==> config.mk <==
export PLATFORM = sky130hd
export DESIGN_NAME = order_crossover_child_flat
export DESIGN_NICKNAME = d
export VERILOG_FILES = /design/src/rtl/core/ocx_pkg.sv /design/src/rtl/core/ocx_if.sv /design/src/rtl/core/ocx_front.sv /design/src/rtl/core/ocx_cmd_queue.sv /design/src/rtl/core/ocx_back.sv /design/src/rtl/core/order_crossover_child.sv /design/src/flat_wrapper.sv
export SDC_FILE = /design/constraint.sdc
export NUM_CORES = 2
export LEC_CHECK = 0
export ABC_AREA = 1
export CORE_ASPECT_RATIO = 1.4
export CORE_UTILIZATION = 53
export CTS_CLUSTER_DIAMETER = 200
export DETAILED_ROUTE_END_ITERATION = 6
export DONT_BUFFER_PORTS = 1
export HOLD_SLACK_MARGIN = 0.02
export PLACE_DENSITY_LB_ADDON = 0.25
export RECOVER_POWER = 50
export SETUP_SLACK_MARGIN = 0.2
export SLEW_MARGIN = 20
export SYNTH_ARGS = -nofsm -noshare
export SYNTH_HDL_FRONTEND = slang
export SYNTH_HIERARCHICAL = 1
export SYNTH_SLANG_ARGS = --single-unit
==> constraint.sdc <==
create_clock -name i_clk -period 13 [get_ports i_clk]
set_input_delay 0.65 -clock i_clk [delete_from_list [all_inputs] [get_ports i_clk]]
set_output_delay 0.65 -clock i_clk [all_outputs]
set_load 0.005 [all_outputs]
==> src/rtl/core/ocx_pkg.sv <==
`default_nettype none

package ocx_pkg;

    // Fixed field widths of the beats and of the register.
    localparam int GENE_W     = 6;
    localparam int CUT_S_W    = 6;
    localparam int CUT_E_W    = 7;
    localparam int CFG_W      = 7;
    localparam int MAP_DEPTH  = 2 ** GENE_W;

    // Configuration port.
    localparam int APB_ADDR_W = 3;
    localparam int APB_DATA_W = 32;
    localparam logic             REG_GENE_COUNT   = 1'b0;
    localparam logic [CFG_W-1:0] GENE_COUNT_RESET = 7'd64;

    // One crossover job handed from the front to the back.
    typedef struct packed {
        logic               bad;
        logic [CUT_S_W-1:0] cut_start;
        logic [CUT_E_W-1:0] cut_end;
    } t_cmd;

    // Parent store write that goes with every accepted beat.
    typedef struct packed {
        logic              we;
        logic [GENE_W-1:0] first_gene;
        logic [GENE_W-1:0] second_gene;
    } t_store_wr;

    typedef enum logic [2:0] {
        BK_IDLE,
        BK_SEG_RD,
        BK_SEG_WR,
        BK_FILL_POS,
        BK_FILL_CHK,
        BK_OUT_RD,
        BK_OUT_SEND,
        BK_ERR
    } t_back_state;

endpackage

`default_nettype wire

==> src/rtl/core/ocx_if.sv <==
`default_nettype none

// Gene pair channel into the block.
interface ocx_pair_if;
    logic                                 valid;
    logic                                 ready;
    logic [ocx_pkg::GENE_W-1:0]           first_gene;
    logic [ocx_pkg::GENE_W-1:0]           second_gene;
    logic [ocx_pkg::CUT_S_W-1:0]          cut_start;
    logic [ocx_pkg::CUT_E_W-1:0]          cut_end;
    logic                                 last_pair;

    modport source (output valid, first_gene, second_gene, cut_start, cut_end, last_pair,
                    input ready);
    modport sink   (input valid, first_gene, second_gene, cut_start, cut_end, last_pair,
                    output ready);
endinterface

// Child gene channel out of the block.
interface ocx_child_if;
    logic                       valid;
    logic                       ready;
    logic [ocx_pkg::GENE_W-1:0] child_gene;
    logic                       bad_cuts;
    logic                       last_gene;

    modport source (output valid, child_gene, bad_cuts, last_gene, input ready);
    modport sink   (input valid, child_gene, bad_cuts, last_gene, output ready);
endinterface

`default_nettype wire

==> src/rtl/core/ocx_front.sv <==
`default_nettype none

module ocx_front #(
    parameter int MAX_GENES = 64,
    localparam int PW = $clog2(MAX_GENES),
    localparam int CW = $clog2(MAX_GENES + 1)
) (
    input  wire logic            i_clk,
    input  wire logic            i_rst_n,
    input  wire logic [CW-1:0]   i_n_genes,
    input  wire logic            i_back_idle,
    input  wire logic            i_queue_empty,
    ocx_pair_if.sink             i_pair,
    output ocx_pkg::t_store_wr   o_wr,
    output logic [PW-1:0]        o_wr_addr,
    output logic                 o_push,
    output ocx_pkg::t_cmd        o_cmd
);

    localparam int WW = (CW > ocx_pkg::CUT_E_W) ? CW : ocx_pkg::CUT_E_W;

    logic [CW-1:0] r_load_pos;
    logic [CW-1:0] n_load_pos;
    logic          accept;
    logic          room;

    // Parent stores are only touched while the back is idle with nothing queued.
    assign i_pair.ready = i_back_idle && i_queue_empty;
    assign accept       = i_pair.valid && i_pair.ready;
    assign room         = r_load_pos < CW'(MAX_GENES);

    // Store write for every beat that still has a free position.
    assign o_wr.we          = accept && room;
    assign o_wr.first_gene  = i_pair.first_gene;
    assign o_wr.second_gene = i_pair.second_gene;
    assign o_wr_addr        = r_load_pos[PW-1:0];

    // The final pair starts a job; cut checks are settled here.
    assign o_push          = accept && i_pair.last_pair;
    assign o_cmd.cut_start = i_pair.cut_start;
    assign o_cmd.cut_end   = i_pair.cut_end;
    assign o_cmd.bad       = ({1'b0, i_pair.cut_start} >= i_pair.cut_end) ||
                             (WW'(i_pair.cut_end) > WW'(i_n_genes));

    // Load position counts up, saturates, and restarts after the final pair.
    always_comb begin
        n_load_pos = r_load_pos;
        if (accept) begin
            if (i_pair.last_pair) begin
                n_load_pos = '0;
            end else if (room) begin
                n_load_pos = r_load_pos + CW'(1);
            end
        end
    end

    always_ff @(posedge i_clk) begin
        if (!i_rst_n) begin
            r_load_pos <= '0;
        end else begin
            r_load_pos <= n_load_pos;
        end
    end

endmodule

`default_nettype wire

==> src/rtl/core/ocx_cmd_queue.sv <==
`default_nettype none

module ocx_cmd_queue (
    input  wire logic          i_clk,
    input  wire logic          i_rst_n,
    input  wire logic          i_push,
    input  wire ocx_pkg::t_cmd i_cmd,
    input  wire logic          i_pop,
    output logic               o_valid,
    output logic               o_empty,
    output ocx_pkg::t_cmd      o_cmd
);

    ocx_pkg::t_cmd r_entry [2];
    logic          r_wr_ptr;
    logic          r_rd_ptr;
    logic [1:0]    r_count;
    logic          do_push;
    logic          do_pop;

    assign o_valid = r_count != 2'd0;
    assign o_empty = r_count == 2'd0;
    assign o_cmd   = r_entry[r_rd_ptr];
    assign do_push = i_push && (r_count != 2'd2);
    assign do_pop  = i_pop && o_valid;

    // Two-entry job queue between front and back.
    always_ff @(posedge i_clk) begin
        if (do_push) begin
            r_entry[r_wr_ptr] <= i_cmd;
        end
    end

    always_ff @(posedge i_clk) begin
        if (!i_rst_n) begin
            r_wr_ptr <= 1'b0;
            r_rd_ptr <= 1'b0;
            r_count  <= 2'd0;
        end else begin
            if (do_push) begin
                r_wr_ptr <= ~r_wr_ptr;
            end
            if (do_pop) begin
                r_rd_ptr <= ~r_rd_ptr;
            end
            if (do_push && !do_pop) begin
                r_count <= r_count + 2'd1;
            end else if (do_pop && !do_push) begin
                r_count <= r_count - 2'd1;
            end
        end
    end

endmodule

`default_nettype wire

==> src/rtl/core/ocx_back.sv <==
`default_nettype none

module ocx_back #(
    parameter int MAX_GENES = 64,
    localparam int PW = $clog2(MAX_GENES),
    localparam int CW = $clog2(MAX_GENES + 1)
) (
    input  wire logic               i_clk,
    input  wire logic               i_rst_n,
    input  wire logic [CW-1:0]      i_n_genes,
    input  wire ocx_pkg::t_store_wr i_wr,
    input  wire logic [PW-1:0]      i_wr_addr,
    input  wire logic               i_cmd_valid,
    input  wire ocx_pkg::t_cmd      i_cmd,
    output logic                    o_cmd_pop,
    output logic                    o_idle,
    ocx_child_if.source             o_child
);

    localparam int GW = ocx_pkg::GENE_W;

    // Parent stores and the child buffer.
    logic [GW-1:0] r_first_mem  [MAX_GENES];
    logic [GW-1:0] r_second_mem [MAX_GENES];
    logic [GW-1:0] r_child_mem  [MAX_GENES];
    logic [GW-1:0] r_first_rd;
    logic [GW-1:0] r_second_rd;
    logic [GW-1:0] r_child_rd;

    ocx_pkg::t_back_state r_state;
    ocx_pkg::t_back_state n_state;

    logic [PW-1:0]                   r_k,         n_k;
    logic [PW-1:0]                   r_pos,       n_pos;
    logic [PW-1:0]                   r_donor,     n_donor;
    logic [CW-1:0]                   r_reads,     n_reads;
    logic [CW-1:0]                   r_fill_left, n_fill_left;
    logic [CW-1:0]                   r_seg_end,   n_seg_end;
    logic [ocx_pkg::MAP_DEPTH-1:0]   r_map,       n_map;
    logic                            r_out_valid, n_out_valid;
    logic [GW-1:0]                   r_out_gene,  n_out_gene;
    logic                            r_out_bad,   n_out_bad;
    logic                            r_out_last,  n_out_last;

    logic          cw_we;
    logic [PW-1:0] cw_addr;
    logic [GW-1:0] cw_data;
    logic          out_free;
    logic [CW-1:0] k_inc;
    logic [CW-1:0] pos_inc;
    logic [CW-1:0] donor_inc;
    logic [PW-1:0] pos_wrap;
    logic [PW-1:0] donor_wrap;
    logic [CW-1:0] cut_s;
    logic [CW-1:0] cut_e;
    logic [PW-1:0] fill_start;
    logic          seg_done;
    logic          out_last;
    logic          donor_kept;

    // Store writes come from the front; reads are registered every cycle.
    always_ff @(posedge i_clk) begin
        if (i_wr.we) begin
            r_first_mem[i_wr_addr]  <= i_wr.first_gene;
            r_second_mem[i_wr_addr] <= i_wr.second_gene;
        end
        r_first_rd  <= r_first_mem[r_k];
        r_second_rd <= r_second_mem[r_donor];
    end

    always_ff @(posedge i_clk) begin
        if (cw_we) begin
            r_child_mem[cw_addr] <= cw_data;
        end
        r_child_rd <= r_child_mem[r_k];
    end

    // Position arithmetic, cyclic over the gene count.
    assign k_inc      = CW'(r_k) + CW'(1);
    assign pos_inc    = CW'(r_pos) + CW'(1);
    assign donor_inc  = CW'(r_donor) + CW'(1);
    assign pos_wrap   = (pos_inc >= i_n_genes) ? '0 : pos_inc[PW-1:0];
    assign donor_wrap = (donor_inc >= i_n_genes) ? '0 : donor_inc[PW-1:0];
    assign cut_s      = CW'(i_cmd.cut_start);
    assign cut_e      = CW'(i_cmd.cut_end);
    assign fill_start = (cut_e >= i_n_genes) ? '0 : cut_e[PW-1:0];
    assign seg_done   = k_inc == r_seg_end;
    assign out_last   = k_inc == i_n_genes;
    assign donor_kept = r_map[r_second_rd];
    assign out_free   = !r_out_valid || o_child.ready;

    assign o_idle    = r_state == ocx_pkg::BK_IDLE;
    assign o_cmd_pop = o_idle && i_cmd_valid;

    // Next state.
    always_comb begin
        n_state = r_state;
        unique case (r_state)
            ocx_pkg::BK_IDLE: begin
                if (i_cmd_valid) begin
                    n_state = i_cmd.bad ? ocx_pkg::BK_ERR : ocx_pkg::BK_SEG_RD;
                end
            end
            ocx_pkg::BK_SEG_RD: begin
                n_state = ocx_pkg::BK_SEG_WR;
            end
            ocx_pkg::BK_SEG_WR: begin
                n_state = seg_done ? ocx_pkg::BK_FILL_POS : ocx_pkg::BK_SEG_RD;
            end
            ocx_pkg::BK_FILL_POS: begin
                if (r_fill_left == '0) begin
                    n_state = ocx_pkg::BK_OUT_RD;
                end else if (r_reads < i_n_genes) begin
                    n_state = ocx_pkg::BK_FILL_CHK;
                end
            end
            ocx_pkg::BK_FILL_CHK: begin
                n_state = ocx_pkg::BK_FILL_POS;
            end
            ocx_pkg::BK_OUT_RD: begin
                n_state = ocx_pkg::BK_OUT_SEND;
            end
            ocx_pkg::BK_OUT_SEND: begin
                if (out_free) begin
                    n_state = out_last ? ocx_pkg::BK_IDLE : ocx_pkg::BK_OUT_RD;
                end
            end
            ocx_pkg::BK_ERR: begin
                if (out_free) begin
                    n_state = ocx_pkg::BK_IDLE;
                end
            end
            default: begin
                n_state = ocx_pkg::BK_IDLE;
            end
        endcase
    end

    // Datapath and outputs for each state.
    always_comb begin
        n_k         = r_k;
        n_pos       = r_pos;
        n_donor     = r_donor;
        n_reads     = r_reads;
        n_fill_left = r_fill_left;
        n_seg_end   = r_seg_end;
        n_map       = r_map;
        n_out_valid = r_out_valid && !o_child.ready;
        n_out_gene  = r_out_gene;
        n_out_bad   = r_out_bad;
        n_out_last  = r_out_last;
        cw_we       = 1'b0;
        cw_addr     = r_pos;
        cw_data     = '0;
        unique case (r_state)
            ocx_pkg::BK_IDLE: begin
                // Start of a good job: clear the segment map and set up the fill.
                if (i_cmd_valid && !i_cmd.bad) begin
                    n_map       = '0;
                    n_k         = cut_s[PW-1:0];
                    n_seg_end   = cut_e;
                    n_pos       = fill_start;
                    n_donor     = fill_start;
                    n_reads     = '0;
                    n_fill_left = i_n_genes - (cut_e - cut_s);
                end
            end
            ocx_pkg::BK_SEG_RD: begin
            end
            ocx_pkg::BK_SEG_WR: begin
                // Kept segment copies straight from the first parent.
                cw_we             = 1'b1;
                cw_addr           = r_k;
                cw_data           = r_first_rd;
                n_map[r_first_rd] = 1'b1;
                if (!seg_done) begin
                    n_k = k_inc[PW-1:0];
                end
            end
            ocx_pkg::BK_FILL_POS: begin
                if (r_fill_left == '0) begin
                    n_k = '0;
                end else if (r_reads >= i_n_genes) begin
                    // Donor reads ran out: the position gets a zero gene.
                    cw_we       = 1'b1;
                    n_pos       = pos_wrap;
                    n_fill_left = r_fill_left - CW'(1);
                end
            end
            ocx_pkg::BK_FILL_CHK: begin
                n_donor = donor_wrap;
                n_reads = r_reads + CW'(1);
                if (!donor_kept) begin
                    cw_we       = 1'b1;
                    cw_data     = r_second_rd;
                    n_pos       = pos_wrap;
                    n_fill_left = r_fill_left - CW'(1);
                end
            end
            ocx_pkg::BK_OUT_RD: begin
            end
            ocx_pkg::BK_OUT_SEND: begin
                if (out_free) begin
                    n_out_valid = 1'b1;
                    n_out_gene  = r_child_rd;
                    n_out_bad   = 1'b0;
                    n_out_last  = out_last;
                    if (!out_last) begin
                        n_k = k_inc[PW-1:0];
                    end
                end
            end
            ocx_pkg::BK_ERR: begin
                if (out_free) begin
                    n_out_valid = 1'b1;
                    n_out_gene  = '0;
                    n_out_bad   = 1'b1;
                    n_out_last  = 1'b1;
                end
            end
            default: begin
            end
        endcase
    end

    always_ff @(posedge i_clk) begin
        if (!i_rst_n) begin
            r_state     <= ocx_pkg::BK_IDLE;
            r_out_valid <= 1'b0;
            r_map       <= '0;
            r_k         <= '0;
            r_pos       <= '0;
            r_donor     <= '0;
            r_reads     <= '0;
            r_fill_left <= '0;
            r_seg_end   <= '0;
        end else begin
            r_state     <= n_state;
            r_out_valid <= n_out_valid;
            r_map       <= n_map;
            r_k         <= n_k;
            r_pos       <= n_pos;
            r_donor     <= n_donor;
            r_reads     <= n_reads;
            r_fill_left <= n_fill_left;
            r_seg_end   <= n_seg_end;
        end
    end

    // Output payload register.
    always_ff @(posedge i_clk) begin
        r_out_gene <= n_out_gene;
        r_out_bad  <= n_out_bad;
        r_out_last <= n_out_last;
    end

    assign o_child.valid      = r_out_valid;
    assign o_child.child_gene = r_out_gene;
    assign o_child.bad_cuts   = r_out_bad;
    assign o_child.last_gene  = r_out_last;

endmodule

`default_nettype wire

==> src/rtl/core/order_crossover_child.sv <==
`default_nettype none

// Order crossover (OX1) of two permutations of up to MAX_GENES genes. Parent
// gene pairs load at one beat per cycle; the beat with last_pair set carries
// the final pair and the cut points. The child keeps the first parent's genes
// in [cut_start, cut_end) and fills the other positions cyclically from
// cut_end with the second parent's genes, read cyclically from cut_end and
// skipping genes already kept. Bad cuts give one beat with bad_cuts set.
// After the final pair the back end copies the kept segment, fills the other
// positions from donor reads or with zero genes, and sends the child genes
// out; each segment copy, donor read and output step waits on the registered
// read of the parent stores and the child buffer. No new pair beat is taken
// while a job is queued or running; loading resumes once the last child beat
// has moved into the output register. gene_count is at APB byte address 0;
// values above MAX_GENES act as MAX_GENES.
module order_crossover_child #(
    parameter int MAX_GENES = 64
) (
    input  wire logic                             i_clk,
    input  wire logic                             i_rst_n,
    input  wire logic                             psel,
    input  wire logic                             penable,
    input  wire logic                             pwrite,
    input  wire logic [ocx_pkg::APB_ADDR_W-1:0]   paddr,
    input  wire logic [ocx_pkg::APB_DATA_W-1:0]   pwdata,
    output logic      [ocx_pkg::APB_DATA_W-1:0]   prdata,
    output logic                                  pready,
    ocx_pair_if.sink                              i_pair,
    ocx_child_if.source                           o_child
);

    localparam int PW = $clog2(MAX_GENES);
    localparam int CW = $clog2(MAX_GENES + 1);
    localparam int WW = (CW > ocx_pkg::CFG_W) ? CW : ocx_pkg::CFG_W;

    logic [ocx_pkg::CFG_W-1:0] r_gene_count;
    logic [CW-1:0]             n_genes;
    logic                      reg_sel;
    ocx_pkg::t_store_wr        store_wr;
    logic [PW-1:0]             store_addr;
    logic                      push;
    ocx_pkg::t_cmd             push_cmd;
    logic                      q_valid;
    logic                      q_empty;
    ocx_pkg::t_cmd             q_cmd;
    logic                      pop;
    logic                      back_idle;

    // Register file: a single count register.
    assign reg_sel = paddr[ocx_pkg::APB_ADDR_W-1] == ocx_pkg::REG_GENE_COUNT;
    assign pready  = 1'b1;
    assign prdata  = reg_sel ? ocx_pkg::APB_DATA_W'(r_gene_count) : '0;

    always_ff @(posedge i_clk) begin
        if (!i_rst_n) begin
            r_gene_count <= ocx_pkg::GENE_COUNT_RESET;
        end else if (psel && penable && pwrite && reg_sel) begin
            r_gene_count <= pwdata[ocx_pkg::CFG_W-1:0];
        end
    end

    // Effective gene count, clamped to the store depth.
    assign n_genes = (WW'(r_gene_count) > WW'(MAX_GENES)) ? CW'(MAX_GENES)
                                                          : CW'(r_gene_count);

    ocx_front #(
        .MAX_GENES (MAX_GENES)
    ) u_front (
        .i_clk         (i_clk),
        .i_rst_n       (i_rst_n),
        .i_n_genes     (n_genes),
        .i_back_idle   (back_idle),
        .i_queue_empty (q_empty),
        .i_pair        (i_pair),
        .o_wr          (store_wr),
        .o_wr_addr     (store_addr),
        .o_push        (push),
        .o_cmd         (push_cmd)
    );

    ocx_cmd_queue u_queue (
        .i_clk   (i_clk),
        .i_rst_n (i_rst_n),
        .i_push  (push),
        .i_cmd   (push_cmd),
        .i_pop   (pop),
        .o_valid (q_valid),
        .o_empty (q_empty),
        .o_cmd   (q_cmd)
    );

    ocx_back #(
        .MAX_GENES (MAX_GENES)
    ) u_back (
        .i_clk       (i_clk),
        .i_rst_n     (i_rst_n),
        .i_n_genes   (n_genes),
        .i_wr        (store_wr),
        .i_wr_addr   (store_addr),
        .i_cmd_valid (q_valid),
        .i_cmd       (q_cmd),
        .o_cmd_pop   (pop),
        .o_idle      (back_idle),
        .o_child     (o_child)
    );

endmodule

`default_nettype wire
==> src/flat_wrapper.sv <==
// flat-port wrapper written by rule: the top's interface ports become plain ports
module order_crossover_child_flat 
#(
    parameter int MAX_GENES = 64
)
  (i_clk, i_rst_n, psel, penable, pwrite, paddr, pwdata, prdata, pready, i_pair_valid, i_pair_first_gene, i_pair_second_gene, i_pair_cut_start, i_pair_cut_end, i_pair_last_pair, i_pair_ready, o_child_valid, o_child_child_gene, o_child_bad_cuts, o_child_last_gene, o_child_ready);
  ocx_pair_if i_pair_i ();
  ocx_child_if o_child_i ();
  input  wire logic i_clk;
  input  wire logic i_rst_n;
  input  wire logic psel;
  input  wire logic penable;
  input  wire logic pwrite;
  input  wire logic [ocx_pkg::APB_ADDR_W-1:0] paddr;
  input  wire logic [ocx_pkg::APB_DATA_W-1:0] pwdata;
  output logic      [ocx_pkg::APB_DATA_W-1:0] prdata;
  output logic pready;
  input wire logic [$bits(i_pair_i.valid)-1:0] i_pair_valid;
  input wire logic [$bits(i_pair_i.first_gene)-1:0] i_pair_first_gene;
  input wire logic [$bits(i_pair_i.second_gene)-1:0] i_pair_second_gene;
  input wire logic [$bits(i_pair_i.cut_start)-1:0] i_pair_cut_start;
  input wire logic [$bits(i_pair_i.cut_end)-1:0] i_pair_cut_end;
  input wire logic [$bits(i_pair_i.last_pair)-1:0] i_pair_last_pair;
  output wire logic [$bits(i_pair_i.ready)-1:0] i_pair_ready;
  output wire logic [$bits(o_child_i.valid)-1:0] o_child_valid;
  output wire logic [$bits(o_child_i.child_gene)-1:0] o_child_child_gene;
  output wire logic [$bits(o_child_i.bad_cuts)-1:0] o_child_bad_cuts;
  output wire logic [$bits(o_child_i.last_gene)-1:0] o_child_last_gene;
  input wire logic [$bits(o_child_i.ready)-1:0] o_child_ready;
  assign i_pair_i.valid = i_pair_valid;
  assign i_pair_i.first_gene = i_pair_first_gene;
  assign i_pair_i.second_gene = i_pair_second_gene;
  assign i_pair_i.cut_start = i_pair_cut_start;
  assign i_pair_i.cut_end = i_pair_cut_end;
  assign i_pair_i.last_pair = i_pair_last_pair;
  assign i_pair_ready = i_pair_i.ready;
  assign o_child_valid = o_child_i.valid;
  assign o_child_child_gene = o_child_i.child_gene;
  assign o_child_bad_cuts = o_child_i.bad_cuts;
  assign o_child_last_gene = o_child_i.last_gene;
  assign o_child_i.ready = o_child_ready;
  order_crossover_child #(.MAX_GENES(MAX_GENES)) u_core (.i_clk(i_clk), .i_rst_n(i_rst_n), .psel(psel), .penable(penable), .pwrite(pwrite), .paddr(paddr), .pwdata(pwdata), .prdata(prdata), .pready(pready), .i_pair(i_pair_i), .o_child(o_child_i));
endmodule
=== Yosys cells after proc, flatten, opt, wreduce, memory -nomap -nowiden ===
Memories as Yosys holds them, arrays and structs flattened. A register that Yosys moved wholly into a read port is not among the register bits.
Index checks and enable logic that the tools add are counted.

* Bits of input ports: 68
* Flip-flop bits (word level): 133
* Memories kept: 4
* RAM bits: 1,180
* Word-level logic and storage cells: 178

{| class="wikitable"
|+ Memories
! name !! words !! width !! rd ports !! clocked after Yosys merged registers in !! wr ports !! RTL line !! RTL
|-
| u_core.u_back.r_child_mem || 64 || 6 || 1 || 1 || 1 || ocx_back.sv:25 || <nowiki>logic [GW-1:0] r_child_mem [MAX_GENES];</nowiki>
|-
| u_core.u_back.r_first_mem || 64 || 6 || 1 || 1 || 1 || ocx_back.sv:23 || <nowiki>logic [GW-1:0] r_first_mem [MAX_GENES];</nowiki>
|-
| u_core.u_back.r_second_mem || 64 || 6 || 1 || 1 || 1 || ocx_back.sv:24 || <nowiki>logic [GW-1:0] r_second_mem [MAX_GENES];</nowiki>
|-
| u_core.u_queue.r_entry || 2 || 14 || 1 || 1 || 1 || ocx_cmd_queue.sv:14 || <nowiki>ocx_pkg::t_cmd r_entry [2];</nowiki>
|}

* Equal/unequal tests: 21
* Multiplexer cells: 68
* Reduce and logical (&&, ||, !) cells: 42
* Order comparisons: 12
* Bitwise operators: 4
* Add/subtract/negate cells: 10

{| class="wikitable"
|+ Operators by type and width
! cell !! count
|-
| 64-bit case mux with 2 select lines || 1
|-
| 6-bit two-way mux || 16
|-
| 64-bit two-way mux || 1
|-
| 64-bit bitwise OR || 1
|-
| 7-bit two-way mux || 9
|-
| 6-bit case mux with 2 select lines || 3
|-
| 7-bit greater-or-equal comparator || 4
|-
| 3-bit case mux with 8 select lines || 1
|-
| 6-bit case mux with 4 select lines || 1
|-
| 6-bit by 1-bit adder with 7-bit output (second input constant) || 3
|-
| 3-bit two-way mux || 7
|-
| 7-bit case mux with 3 select lines || 1
|-
| 2-bit inequality test (second input constant) || 10
|-
| 1-bit two-way mux || 18
|-
| 6-bit case mux with 3 select lines || 1
|-
| 1-bit logical AND || 15
|-
| 7-bit by 1-bit adder with 7-bit output (second input constant) || 2
|-
| 7-bit equality test || 2
|-
| 6-bit by 7-bit < comparator with 1-bit output (second input constant) || 2
|-
| 7-bit case mux with 2 select lines || 1
|-
| 3-bit equality test (second input constant) || 4
|-
| 2-bit nonzero test || 6
|-
| 2-bit AND reduction || 4
|-
| 6-bit by 7-bit greater-or-equal comparator with 1-bit output || 1
|-
| other kinds (32) || 43
|}

=== Depth between registers and ports, before layout ===
* Depth in word-level cells: 9
* Depth in mapped cells: 18

=== By module ===
Netlist, hierarchy kept.

{| class="wikitable"
|+ By module, submodules not included
! module !! times used !! area each (µm²) !! cells each !! sequential area each (µm²)
|-
| ocx_back || 1 || 53,342.4 || 4,554 || 37,335.8
|-
| ocx_cmd_queue || 1 || 1,255.0 || 81 || 940.9
|-
| ocx_front || 1 || 989.7 || 151 || 140.1
|-
| order_crossover_child || 1 || 651.9 || 102 || 140.1
|}

=== Worst setup path before layout ===
No wires, ideal clock.

* Path type: register to register
* From: reg u_core.u_back.r_second_rd[1], read port of u_core.u_back.r_second_mem
* To: mem u_core/u_back/r_child_mem[0][5] (netlist name) (data pin)
* Buffers on the path: 2
* Arrival: 3.867 ns
* Path slack: 8.405 ns
* Clock period less this slack: 4.595 ns
* Required time: 12.272 ns
* Stages on the path, launching flop included: 12
* Path through: dfxtp_1 -> buf_4 -> inv_4 -> buf_4 -> nand3_1 -> nand3_1 -> nand2_1 -> nand2_1 -> nand3_1 -> nand3_2 -> nand2_1 -> o32ai_1

* Longest elaborated chain between the ends: 4

{| class="wikitable"
|+ Ends and longest elaborated chain
! element !! RTL line !! RTL
|-
| from (decl) || ocx_back.sv:27 || <nowiki>logic [GW-1:0] r_second_rd;</nowiki>
|-
| 1-bit binary-select mux with 6-bit select || ocx_back.sv:89 || <nowiki>assign donor_kept = r_map[r_second_rd];</nowiki>
|-
| 1-bit two-way mux (implied by the code) || ocx_back.sv:89 ||
|-
| 6-bit two-way mux || ocx_back.sv:193 || <nowiki>if (!donor_kept) begin</nowiki>
|-
| 6-bit case mux with 2 select lines || ocx_back.sv:155 || <nowiki>unique case (r_state)</nowiki>
|-
| via u_core.u_back.cw_data[5] || ocx_back.sv:47 || <nowiki>logic [GW-1:0] cw_data;</nowiki>
|-
| to (decl) || ocx_back.sv:25 ||
|}

The timed path passes the listed nets, and every way through them passes these cells. The select of a mux whose other input is x is not followed.

=== Worst setup path in the final report ===
* From: reg u_core.u_back.r_second_rd[0], read port of u_core.u_back.r_second_mem
* To: mem u_core/u_back/r_child_mem[3][4] (netlist name) (data pin)

Same word-level chain as after synthesis.

==> impl_metrics.ini <==
[timing]
clock.fmax_mhz = 130
final_period_utilization_pct = 59.3
setup_repair_after_global_routing_missed_its_margin = false
worstMarginPinSlew_ns = 3.20
setup_viol_count_final = 0
final_max_slew_viol_count = 1137
tns_ns = 0
finalClockSkew_ns = 0.0241
slew_headroom_pct = -114
period_minus_slack_ns = 7.71
timing.final.hold_violations = 0

[pwr]
power_report.internal_total_mw = 7.63
power_density_nw_per_um2 = 188
seq_power_share_pct = 44.4
sw_frac_of_total_pct = 33.8
leak_pwr_nw = 20.7
max-vdd-ir-drop_mv = 0.153
power.clock.fraction_pct = 30.4
switching_power_mw = 3.89
power.share.combinational_pct = 25.2
totalPowerFinal_mw = 11.5

[worst_setup_path]
critical_path_buf_inv_count = 3
worstPathArrival_ns = 7.81
path_class = reg2reg
worst_path_top_cell_family_by_delay = buffers and inverters
critPathLaunchType = flip-flop
critical_path.cell_chain = clkbuf_1 > clkinvlp_2 > nand2_1 > nand3_1 > nand3_1 > nand2_1 > nand2_1 > nand3_1 > nand3_2 > nand3_1 > o22ai_4 > clkbuf_1
critPathMostFrequentCell = nand3_1
critical_path.max_stage_delay_ns = 2.12
critical_path_peak_fanout = 64
endpoint_kind = flip-flop
setup.reg_to_reg.worst_slack_ns = 5.29
reg2reg_to = u_core/u_back/r_child_mem[3][4]$_DFFE_PP_
crit_required_ns = 13.10
r2r_cells = 12
worstReg2RegStart = u_core/u_back/r_second_rd[0]$_DFF_P_
timing.critical_path.slowest_stage_cell = clkbuf_1

[clocking]
cts.htree.levels = 3
clock_tree.root_cell = clkbuf_16
tritoncts = yes
insertion_delay_ns = 0.76
clock_buffers_created_by_tritoncts = 121
cts_buffer_depth = 3
cts_sinks = 1332
clk_pin_slew_worst_paths_ns = 0.06

[yosys]
flip_flop_and_latch_count_after_synthesis = 1332
yosys_warnings = 6
syn-instance-count = 4888
synth_area_um2 = 56200
synth_edf_count = 1188
synth_sequential_area_ratio_pct = 68.6
synthFlopType = edfxtp_1
post_synth.cell_area_avg_um2 = 11.5
post_synth_num_cell_types = 57
async_reset_ff_share_pct = 0

[drt]
detailroute.via_count = 37600
post_drt_wl_per_cell_um = 23.0
drt-vias-per-instance = 5.99
firstDrtPassIters = 5
dr.first_iter.drc_count = 3579
antenna_violating_nets_post_route = 0
routed_wirelength_um = 145000
drc = 0

[layout]
n_fill_cell = 8486
final_area_um2 = 61200
post_route_cells_drive_above_1_share_pct = 7.63
design.final.nets = 4945
utilization_after_layout_pct = 58.1
synthToLayoutAreaGrowth_pct = 8.88

[global_route]
global_route.usage.total_pct = 26.5
grt_max_degree = 136
number_of_global_route_vias_before_repair = 35800
grt_antenna_before_repair = 0
sum_of_overflow_across_all_layers_after_global_routing = 0
grt_pass1_wl_um = 215000

[place]
placed_area_um2 = 57300
place.detailed.hpwl_um = 85300
finalWeightedCongestion = 0.888
io_buffers = 0

[min_path]
hold-path-cell-count = 2
holdPathEnd = u_core/u_back/r_seg_end[4]$_SDFFE_PN0P_
min-delay-start = i_rst_n
hp-class = in2reg

[floorplanning]
horiz_die_dim_um = 277
fp-row-count = 141
num_io_pins = 111
initial_core_util_pct = 53.4
floorplan.die_area_um2 = 107000
die-height_um = 387
design.core.area_um2 = 105000

[run_status]
status = complete, but fails checks
violations = capacitance limit, slew limit

[run]
drv.max_cap_violation_count = 18
[flip-flops by register name, indices dropped and copies added, names as in the netlist, 7 cells and up, named ones only]
signal / cells
u_core/u_back/r_fill_left: 7
u_core/u_back/r_seg_end: 7
u_core/u_back/r_first_mem: 384
u_core/u_front/r_load_pos: 7
u_core/u_back/r_second_mem: 384
u_core/u_back/r_map: 64
u_core/r_gene_count: 7
u_core/u_back/r_reads: 7
u_core/u_back/r_child_mem: 384
u_core/u_queue/r_entry: 28
[final cells by class]
class	instances	area, um2	area share (%)
Timing Repair Buffer	130	893	1.46
Tap cell	1358	1700	2.77
Sequential cell	1332	38600	63.0
Multi-Input combinational cell	2957	15100	24.7
Clock inverter	55	539	0.881
Clock buffer	171	3340	5.46
Inverter	273	1040	1.71
Antenna cell	1	2.50	0.00409
[metrics by stage]
stage | cells | worst slack (ns) | hold slack (ns)
after floorplan | 4912 | 8.41 | 0.430
after global placement | 6021 | 8.55 | 0.436
after detailed placement | 6021 | 8.56 | 0.442
after CTS | 6276 | 8.54 | 0.0205
after global routing | 6276 | 4.51 | 0.0541
final | 6277 | 5.29 | 0.0542
[how the worst max path moves through the flow]
stage / start / cells after the start / endpoint / slack (ns)
2_1_floorplan: u_core/u_back/r_second_rd[1]$_DFF_P_ / 11 / u_core/u_back/r_child_mem[0][5]$_DFFE_PP_ / 8.41
3_3_place_gp: u_core/u_back/r_k[1]$_SDFFE_PN0P_ / 9 / u_core/u_back/r_first_rd[2]$_DFF_P_ / 8.55
3_5_place_dp: u_core/u_back/r_k[1]$_SDFFE_PN0P_ / 9 / u_core/u_back/r_first_rd[2]$_DFF_P_ / 8.56
4_1_cts: u_core/u_back/r_k[1]$_SDFFE_PN0P_ / 9 / u_core/u_back/r_first_rd[2]$_DFF_P_ / 8.54
5_1_grt: u_core/u_back/r_second_rd[0]$_DFF_P_ / 12 / u_core/u_back/r_child_mem[2][4]$_DFFE_PP_ / 4.51
6_report: u_core/u_back/r_second_rd[0]$_DFF_P_ / 12 / u_core/u_back/r_child_mem[3][4]$_DFFE_PP_ / 5.29
[Yosys cell counts, drive strengths merged, types with 2 or more instances]
cell	count	area [um2]
a211oi	3	22.5
a21oi	128	652
a31oi	6	37.5
buf	152	972
clkbuf	198	744
clkinv	7	27.5
conb	2	7.51
dfxtp	144	2880
edfxtp	1188	35700
fa	6	120
ha	56	701
inv	266	1000
mux2	14	158
mux2i	9	90.1
nand2	311	1190
nand3	188	986
nand3b	2	15.0
nand4	25	171
nor2	948	3670
nor3	24	150
nor4	11	81.3
o211ai	61	458
o21a	4	30.0
o21ai	736	3710
o21bai	3	22.5
o221ai	39	342
o22ai	307	1920
o311ai	3	26.3
o32ai	2	17.5
or2	19	119
xnor2	6	52.6
xor2	18	165
[cell usage in the layout, fill, tap and decap left out, types with 24 or more instances in the layout]
| cell type | synthesis | layout |
|---|---|---|
| dfxtp_1 | 144 | 135 |
| nand2_1 | 304 | 305 |
| nand4_1 | 24 | 24 |
| conb_1 | 2 | 26 |
| clkinv_1 | 6 | 27 |
| o22ai_1 | 307 | 303 |
| a21oi_1 | 127 | 128 |
| nor2_1 | 922 | 916 |
| edfxtp_1 | 1188 | 1188 |
| o21ai_0 | 717 | 718 |
| o211ai_1 | 61 | 61 |
| ha_1 | 56 | 56 |
| inv_1 | 247 | 245 |
| buf_4 | 72 | 77 |
| clkbuf_16 | 0 | 124 |
| nor2_2 | 18 | 24 |
| nand3_1 | 182 | 185 |
| clkbuf_1 | 197 | 74 |
| o221ai_1 | 39 | 39 |
[cells by family (layout without fill, tap and decap cells)]
family                   after synthesis  count (layout)  share of synthesized area, %
other                                  2              27                        0.0134
adder cells (fa/ha/maj)               62              62                          1.46
multiplexers                          23              23                         0.441
buffers and inverters                623             629                          4.89
flip-flops                          1332            1332                          68.6
AO/OA/AOI/OAI                       1294            1294                          12.9
AND/OR/NAND/NOR                     1528            1528                          11.4
XOR/XNOR                              24              24                         0.387
[power groups by stage]
stage / Combinational, mW / Sequential, mW / Clock [mW]
after detailed placement: 2.85 / 5.19 / 0
after CTS: 2.92 / 5.09 / 3.54
after global routing: 3.15 / 5.13 / 3.71
after global placement: 2.80 / 5.18 / 0
after floorplan: 2.01 / 5.08 / 0
final: 2.90 / 5.12 / 3.50
[repair_timing]
item / 4_1_cts / 5_1_grt
hold buffers: 29 / 0
hold endpoints to repair: 824 / 0
setup buffers: 0 / 0
gates resized for setup: 0 / 0
[layer usage]
metal	global-route usage, %	share of wire [%]
met4	13.8	5.2
met2	46.7	51
met5	0	0
met1	31.7	37
met3	3.11	6.4
Power figures use the tool's default switching activity.
